<file path="src/rtl/core/rcbe_pkg.sv">
package rcbe_pkg;

    localparam logic [1:0] CMD_LOAD   = 2'd0;
    localparam logic [1:0] CMD_ENCODE = 2'd1;
    localparam logic [1:0] CMD_FINISH = 2'd2;
    localparam logic [1:0] CMD_RSVD   = 2'd3;

    localparam int MAX_ROUNDS = 5;
    localparam int WIDTH_SHIFT = 39;
    localparam int BYTE_SHIFT = 56;

    typedef struct packed {
        logic [1:0]  command;
        logic [7:0]  symbol;
        logic [8:0]  entry_index;
        logic [31:0] entry_value;
    } in_item_t;

    typedef struct packed {
        logic [7:0]  out_byte;
        logic [31:0] repeat_count;
        logic        last_of_run;
    } out_item_t;

    // divider control between the sequencer and the bit-serial divider
    typedef struct packed {
        logic        start;
        logic [63:0] dividend;
    } div_req_t;

    typedef struct packed {
        logic        done;
        logic [63:0] quotient;
        logic [31:0] remainder;
    } div_rsp_t;

endpackage

</file>
<file path="src/rtl/core/rcbe_multiplier.sv">
module rcbe_multiplier
    import rcbe_pkg::*;
(
    input  logic        clk,
    input  logic        rst_n,
    input  logic        start,
    input  logic [63:0] mcand,
    input  logic [31:0] mplier,
    output logic        done,
    output logic [63:0] product
);

    // shift-add, one multiplier bit per cycle, product modulo 2^64
    logic [63:0] acc_reg, acc_next;
    logic [63:0] mc_reg, mc_next;
    logic [31:0] mp_reg, mp_next;
    logic [5:0]  cnt_reg, cnt_next;
    logic        busy_reg, busy_next;
    logic        done_reg, done_next;

    always_comb
    begin
        acc_next  = acc_reg;
        mc_next   = mc_reg;
        mp_next   = mp_reg;
        cnt_next  = cnt_reg;
        busy_next = busy_reg;
        done_next = 1'b0;
        if (start)
        begin
            acc_next  = '0;
            mc_next   = mcand;
            mp_next   = mplier;
            cnt_next  = '0;
            busy_next = 1'b1;
        end
        else if (busy_reg)
        begin
            if (mp_reg[0])
                acc_next = acc_reg + mc_reg;
            mc_next  = {mc_reg[62:0], 1'b0};
            mp_next  = {1'b0, mp_reg[31:1]};
            cnt_next = cnt_reg + 6'd1;
            if (cnt_reg == 6'd31)
            begin
                busy_next = 1'b0;
                done_next = 1'b1;
            end
        end
    end

    always_ff @(posedge clk or negedge rst_n)
    begin
        if (!rst_n)
        begin
            busy_reg <= 1'b0;
            done_reg <= 1'b0;
            cnt_reg  <= '0;
        end
        else
        begin
            busy_reg <= busy_next;
            done_reg <= done_next;
            cnt_reg  <= cnt_next;
        end
    end

    always_ff @(posedge clk)
    begin
        acc_reg <= acc_next;
        mc_reg  <= mc_next;
        mp_reg  <= mp_next;
    end

    assign done    = done_reg;
    assign product = acc_reg;

endmodule

</file>
<file path="config.mk">
export PLATFORM = sky130hd
export DESIGN_NAME = rcbe_multiplier
export DESIGN_NICKNAME = d
export VERILOG_FILES = /design/src/rtl/core/rcbe_pkg.sv /design/src/rtl/core/rcbe_multiplier.sv
export SDC_FILE = /design/constraint.sdc
export NUM_CORES = 1
export LEC_CHECK = 0
export ABC_CLOCK_PERIOD_IN_PS = 3300
export BUFFER_PORTS_ARGS = -buffer_cell sky130_fd_sc_hd__buf_2
export CAP_MARGIN = 20
export CORE_UTILIZATION = 50
export DETAILED_ROUTE_END_ITERATION = 10
export PLACE_DENSITY = 0.71
export SYNTH_ARGS = -nofsm -noshare
export SYNTH_HDL_FRONTEND = slang
export SYNTH_SLANG_ARGS = --single-unit
</file>
<file path="constraint.sdc">
create_clock -name clk -period 3.3 [get_ports clk]
set_input_delay 0.495 -clock clk [delete_from_list [all_inputs] [get_ports clk]]
set_output_delay 0.495 -clock clk [all_outputs]
set_load 0.005 [all_outputs]
</file>
==> metrics.txt <==
antenna cells=0; Port-buffer cells=163; number of H-tree levels=4; routed vias/inst=5.76; Main synth FF type=edfxtp_1; Clock Tree Root=clkbuf_16; # DRC=0; row cnt=52; Synth warnings=0; Final Hold Viols=0; outcome=finished clean; Die H=146 um; routed wire length=25.7 mm; overall routing resource usage=24.5%; Starting Density=51.1%; met3 Use GR=4.45%; Setup CP Type=reg -> reg; final instance area=0.0122 mm2; commonest non-fill, non-tap cell in the layout=buf_2; DR vias=8,548; worst endpoint data arrival time=3.52 ns; syn nets=1,202; Synth-to-Final Area Change=18.4%; busiest grt layer=met2; crit path max fanout=4; grt ovf=0; maximum vdd drop=0.343 mV; #FFs+latches synth=168; Clock Sinks=168; Worst-Margin Slew=0.627 ns; leakage=5.37 nW; Max-slew headroom=57.7%; Die W=146 um; mapped cell area=0.0103 mm2; fmax=314 MHz; most frequent cells in the layout=buf_2, nand2_1, a21oi_1, edfxtp_1, mux2_2; GPL Wtd Cong=0.919; synth unique cells=65; Pins Over Slew Limit=0; pin count of the biggest net entering global routing=48; worst clock skew=0.0148 ns; DRT iter0 DRCs=566; CTS max path bufs=2; CTS buffer count=17; grt met2 use=39.0%; Worst-Skew Late Latency=0.44 ns; endpoints failing setup=0; # IOs=164; DP Area=0.0116 mm2; hold crit path type=in -> reg; endpoint type of the worst setup path=flip-flop; post-synthesis cell count=1,038; antenna viol nets, final=0; critical path data required time=3.63 ns; async set or reset register ratio after synthesis=4.76%; Seq/Total Area, Yosys=42.2%; met1 usage=34.2%; syn avg cell area=9.97 um2; Setup crit start kind=flip-flop; Sequential Area=0.00436 mm2; fillers=1,716; final core occ=60.5%; DRT Pass-1 Iters=6; Power Dens Cells=673 mW/mm2; Post-synth EDFFs=96; global-route wire length before repair=42.0 mm; Core Area=0.0202 mm2; number of global-route vias before repair=8,358; CTS tree=yes; Clock Pin Slew Worst Setup and Hold Paths=0.08 ns; min cycle time layout=3.18 ns; Routed WL per cell=17.3 um; Fin Hold WS=0.326 ns; Multi-input gate area=0.00579 mm2; Nets=1,366; Final Cycle Share=96.5%; die area=0.0213 mm2; share of layout cells above drive strength 1=28.5%; maxcap violations=0; initial antenna violation count=0; HPWL after DPL=18.6 mm
area by class of cell:
| cell class | instances | share of cell area, % |
|---|---|---|
| Clock buffer | 17 | 3.47 |
| Clock inverter | 15 | 1.37 |
| Inverter | 20 | 0.644 |
| Multi-Input combinational cell | 797 | 47.2 |
| Sequential cell | 168 | 35.6 |
| Tap cell | 270 | 2.76 |
| Timing Repair Buffer | 198 | 8.88 |
what timing repair did:
item,CTS,global route
setup endpoints to repair,1,4
pin swaps,0,2
gates resized for setup,1,10
hold endpoints to repair,8,0
hold buffers,1,0
setup buffers,0,1
power by group:
part	switching (mW)	internal [mW]	total [mW]
logic	1.88	1.49	3.37
clock network	1.00	1.02	2.03
registers	0.271	2.57	2.84
total	3.15	5.09	8.24
path summary, 6_finish.rpt:
kind	from	end	slack [ns]	depth (start not counted)
max reg2reg	mc_reg[38]	product[62]	0.12	11
max in group asynchronous	rst_n	busy_reg	2.67	2
max	mc_reg[38]	product[62]	0.12	11
min	mcand[0]	mc_reg[0]	0.33	2
min reg2reg	product[21]	product[21]	0.48	2
min in group asynchronous	rst_n	cnt_reg[0]	0.46	2
synth_stat cells, types with 8 or more instances:
library cell  instances  area (um2)
nand2_1             116         435
a21oi_1             109         546
edfxtp_1             96        2880
mux2_2               95        1070
dfxtp_1              64        1280
ha_1                 64         801
nor2_1               52         195
o21ai_0              43         215
clkbuf_1             42         158
a21o_1               37         278
xnor2_1              32         280
nand3_1              23         115
nand4_1              23         144
xor2_1               23         201
a22o_1               21         184
inv_1                19        71.3
o21bai_1             14         105
a31oi_1              11        68.8
nor3_1               11        55.1
o21a_1               11        82.6
and2_1               10        62.6
o211ai_1              9        67.6
dfrtp_1               8         200
o31ai_1               8        60.1
critical path, cell delays in order (launching register included):
cell and delay [ns]:
edfxtp_1 0.39, ha_1 0.32, nand4_1 0.16, or4_1 0.63, or2_0 0.28, o32ai_2 0.25, o31ai_2 0.10, buf_4 0.17
o31ai_4 0.25, o221ai_1 0.17, xnor2_1 0.14, a22o_1 0.19
metal layers:
metal / wire (um) / up-vias / part of all wire, %
met5: 0 / - / 0
met4: 285 / 0 / 1.1
met3: 1180 / 29 / 4.6
met2: 11800 / 243 / 46
met1: 12400 / 4045 / 48
li1: - / 4231 / -
logic make-up (layout without fill, tap and decap cells):
logic type	Yosys count	after routing	synth area share [%]
compound gates	303	303	19.2
fa+ha+maj	65	65	7.93
flops	168	168	42.2
simple gates	276	276	12.6
mux	98	98	10.6
buf+inv	73	250	2.71
xor+xnor	55	55	4.66
metrics by stage:
stage	setup TNS [ns]	power, mW	instances	worst slack [ns]
2_1_floorplan	0	5.19	1038	0.194
3_3_place_gp	0	6.12	1451	0.164
3_5_place_dp	0	6.15	1451	0.0420
4_1_cts	0	8.20	1484	0.0989
5_1_grt	-0.0824	8.77	1485	-0.0374
6_report	0	8.24	1485	0.116
(Power assumes the default switching activity.)
