==> config.mk <==
export PLATFORM = sky130hd
export DESIGN_NAME = rcbe_divider
export DESIGN_NICKNAME = d
export VERILOG_FILES = /design/src/rtl/core/rcbe_pkg.sv /design/src/rtl/core/rcbe_divider.sv
export SDC_FILE = /design/constraint.sdc
export NUM_CORES = 1
export LEC_CHECK = 0
export BUFFER_PORTS_ARGS = -buffer_cell sky130_fd_sc_hd__buf_2
export CORE_MARGIN = 3
export CORE_UTILIZATION = 40
export DETAILED_ROUTE_END_ITERATION = 8
export PLACE_DENSITY = 0.74
export SYNTH_ARGS = -nofsm -noshare
export SYNTH_HDL_FRONTEND = slang
export SYNTH_SLANG_ARGS = --single-unit
==> constraint.sdc <==
create_clock -name clk -period 8.6 [get_ports clk]
set_input_delay 1.29 -clock clk [delete_from_list [all_inputs] [get_ports clk]]
set_output_delay 1.29 -clock clk [all_outputs]
set_load 0.01 [all_outputs]
==> src/rtl/core/rcbe_pkg.sv <==
package rcbe_pkg;

    localparam logic [1:0] CMD_LOAD   = 2'd0;
    localparam logic [1:0] CMD_ENCODE = 2'd1;
    localparam logic [1:0] CMD_FINISH = 2'd2;
    localparam logic [1:0] CMD_RSVD   = 2'd3;

    localparam int MAX_ROUNDS = 5;
    localparam int WIDTH_SHIFT = 39;
    localparam int BYTE_SHIFT = 56;

    typedef struct packed {
        logic [1:0]  command;
        logic [7:0]  symbol;
        logic [8:0]  entry_index;
        logic [31:0] entry_value;
    } in_item_t;

    typedef struct packed {
        logic [7:0]  out_byte;
        logic [31:0] repeat_count;
        logic        last_of_run;
    } out_item_t;

    // divider control between the sequencer and the bit-serial divider
    typedef struct packed {
        logic        start;
        logic [63:0] dividend;
    } div_req_t;

    typedef struct packed {
        logic        done;
        logic [63:0] quotient;
        logic [31:0] remainder;
    } div_rsp_t;

endpackage

==> src/rtl/core/rcbe_divider.sv <==
module rcbe_divider
    import rcbe_pkg::*;
(
    input  logic        clk,
    input  logic        rst_n,
    input  div_req_t    req,
    input  logic [31:0] divisor,
    output div_rsp_t    rsp
);

    // restoring division, one quotient bit per cycle
    logic [63:0] quot_reg, quot_next;
    logic [32:0] rem_reg, rem_next;
    logic [6:0]  cnt_reg, cnt_next;
    logic        busy_reg, busy_next;
    logic        done_reg, done_next;
    logic [32:0] trial;

    always_comb
    begin
        quot_next = quot_reg;
        rem_next  = rem_reg;
        cnt_next  = cnt_reg;
        busy_next = busy_reg;
        done_next = 1'b0;
        trial     = {rem_reg[31:0], quot_reg[63]};
        if (req.start)
        begin
            quot_next = req.dividend;
            rem_next  = '0;
            cnt_next  = 7'd0;
            busy_next = 1'b1;
        end
        else if (busy_reg)
        begin
            if (trial >= {1'b0, divisor})
            begin
                rem_next  = trial - {1'b0, divisor};
                quot_next = {quot_reg[62:0], 1'b1};
            end
            else
            begin
                rem_next  = trial;
                quot_next = {quot_reg[62:0], 1'b0};
            end
            cnt_next = cnt_reg + 7'd1;
            if (cnt_reg == 7'd63)
            begin
                busy_next = 1'b0;
                done_next = 1'b1;
            end
        end
    end

    always_ff @(posedge clk or negedge rst_n)
    begin
        if (!rst_n)
        begin
            busy_reg <= 1'b0;
            done_reg <= 1'b0;
            cnt_reg  <= '0;
        end
        else
        begin
            busy_reg <= busy_next;
            done_reg <= done_next;
            cnt_reg  <= cnt_next;
        end
    end

    always_ff @(posedge clk)
    begin
        quot_reg <= quot_next;
        rem_reg  <= rem_next;
    end

    assign rsp.done      = done_reg;
    assign rsp.quotient  = quot_reg;
    assign rsp.remainder = rem_reg[31:0];

endmodule

==> metrics.txt <==
Mapped Area 0.00646 sq mm; synthesized instance count 626; nets@finish 928; Avg Cell Area, Syn 10.3 sq um; VDD IR max 0.104 mV; Pwr Density 221 mW/mm^2; Top delay family on crit path compound AO/OA/AOI/OAI gates; Max Cap Viol 0; core area 0.0155 sq mm; htree depth 3; worst path buffer plus inverter count 3; die area 0.0177 sq mm; Slew headroom 0.261; sequential-to-total area share from yosys stat 0.432; Slew Limit Fails 0; r2r setup slk 5.22 ns; DR iter-0 viols 370; gpl congestion 0.898; top cells by area, synth edfxtp_1 30%, mux2_2 11%, dfxtp_1 9.9%; first-pass GRT wire length 27700 um; routed len/inst 17.7 um; clock buffer depth 2; CTS clk-pin slew, worst paths 0.07 ns; FF-to-FF Start quot_reg[63]$_DFFE_PP_; Via density 5.32; CP max stage delay 0.65 ns; flops & latches, synth 105; dpl hpwl 13400 um; IO buf count 195; fill count 1452; GRT overflow 0; max FFs per register 64; CTS Root Cell clkbuf_16; R2R cell count 11; post-placement cell count 995; type of the most critical hold path flop to flop; slew of the pin with the lowest slew margin 1.11 ns; Setup TNS 0 ns; vias in the first global route 5054; Post-synth EDFFs 64; hold_ws 0.529 ns; Initial Util 0.417; clock skew 0.00713 ns; io pins 196; reg2reg end rem_reg[3]$_SDFFE_PP0P_; WP data arrival 4.20 ns; fin util 0.506; worst hold start rem_reg[17]$_SDFFE_PP0P_; clock buffer count from CTS 9; endpoints failing setup 0; CP Max Fanout 16; Hold Path Depth 2; CTS tree yes; Cell Chain, Critical Path buf_2 -> inv_1 -> ha_1 -> nand3_1 -> nor3_2 -> a31oi_2 -> a2111oi_4 -> nor2_2 -> o21bai_2 -> buf_4 -> mux2i_1 -> a211oi_1; Cell variety after synth 64; largest net degree at the start of global routing 74; status complete, no violations; most common library cells after synthesis 64 x edfxtp_1, 64 x mux2_2, 50 x nor2_1; endpoints failing hold 0; Row Count 45; Critical Path End Type flop; leading area contributor after synthesis edfxtp_1; Area growth, synth to finish 21.3%; final wirelength 17900 um; crit start category input pin; Tmin final 4.03 ns; chip width 133 um; Crit-path slowest cell o21bai_2; RSZ-0062 raised after global routing no; Final ANT Viol Nets 0; Post-CTS Hold Buffers 0; Die Ht 133 um; ant diodes 0; Setup Buffers After CTS 0; Top FF cell, synth edfxtp_1; DR DRC count 0; Worst Path Required 8.78 ns; DR pass1 iterations 5; Post-CTS Resized 0; Yosys top cell area share 0.298; max frequency 248 MHz; Ys Warns 0; Leak Pwr 3.48 nW; initial antenna violation count 0; vias 5381; syn_nets 759; Tcrit/Tclk final 0.468; Global Route Usage Sum 0.196; asr flop ratio synth 0.0857; layout cells sized above 1 0.366; Clock Sinks 105; clock latency on the worst-skew pair 0.35 ns; worst hold endpoint rem_reg[17]$_SDFFE_PP0P_; Setup CP Type input pin to flop; final std cells w/o fill 1011
==> report_power, final <==
part	total, mW	internal [mW]	switching [mW]
Combinational	0.631	0.278	0.354
Sequential	0.675	0.610	0.0647
Clock	0.424	0.229	0.195
==> worst max path at each step <==
stage | endpoint | slack, ns | cells past startpoint | startpoint
2_1_floorplan | quot_reg[0]$_DFFE_PP_ | 4.96 | 4 | req[64]
3_3_place_gp | rem_reg[11]$_SDFFE_PP0P_ | 4.33 | 11 | divisor[14]
3_5_place_dp | rem_reg[8]$_SDFFE_PP0P_ | 4.27 | 12 | divisor[12]
4_1_cts | rem_reg[8]$_SDFFE_PP0P_ | 4.63 | 12 | divisor[12]
5_1_grt | rem_reg[5]$_SDFFE_PP0P_ | 4.37 | 12 | divisor[12]
6_report | rem_reg[3]$_SDFFE_PP0P_ | 4.57 | 12 | divisor[12]
==> metrics by stage <==
step | instance area [sq um] | setup WS, ns | power (mW)
6_report | 7830 | 4.57 | 1.73
5_1_grt | 7830 | 4.37 | 1.83
4_1_cts | 7830 | 4.63 | 1.74
3_5_place_dp | 7530 | 4.27 | 1.31
3_3_place_gp | 7530 | 4.33 | 1.30
2_1_floorplan | 6460 | 4.96 | 1.12
==> metal layers <==
layer / track usage / share of wire / vias to the layer above / routed length [um]
met4: 0.0543 / 0.016 / 0 / 288
met1: 0.281 / 0.46 / 2566 / 8170
li1: - / - / 2636 / -
met2: 0.308 / 0.48 / 158 / 8690
met3: 0.0297 / 0.043 / 21 / 770
met5: 0 / 0 / - / 0
==> cells in the final DEF, fill, tap and decap left out, drive strengths merged, types with 5 or more instances in the layout <==
cell and n:
a21oi 33, or3 6, a31oi 5, inv 41, o21ai 25, mux2 64, a211oi 18, dfrtp 9
a311oi 10, edfxtp 64, a21o 11, buf 198, xor2 10, nand4 10, nand2b 10, mux2i 18
nor3 6, ha 33, xnor2 19, nor2 51, nand3 12, nand2 47, dfxtp 32, clkbuf 9
==> final cells by class <==
cell class                      count  area (sq um)  share of cell area
Multi-Input combinational cell    442          3330               0.425
Sequential cell                   105          2790               0.356
Timing Repair Buffer              198          1000               0.128
Clock buffer                        9           225              0.0288
Inverter                           39           146              0.0187
Clock inverter                      7          76.3             0.00974
Tap cell                          211           264              0.0337
==> worst reg2reg max path: stages (launching register included) <==
cell and delay [ns]:
edfxtp_1 0.47, inv_1 0.08, ha_1 0.20, nand2b_1 0.18, a21oi_2 0.25, o211ai_2 0.21, a2111oi_4 0.34, nor2_2 0.13
o21bai_2 0.65, buf_4 0.40, mux2i_1 0.23, a211oi_1 0.08
==> kinds of logic (layout without fill, tap and decap cells) <==
logic type / after synthesis / count (layout) / synth area share
compound gates: 137 / 137 / 0.150
buf+inv: 79 / 253 / 0.0531
mux: 82 / 82 / 0.140
xor+xnor: 29 / 29 / 0.0393
flops: 105 / 105 / 0.432
simple gates: 160 / 160 / 0.119
fa+ha+maj: 34 / 34 / 0.0670
Power figures use the tool's default switching activity.
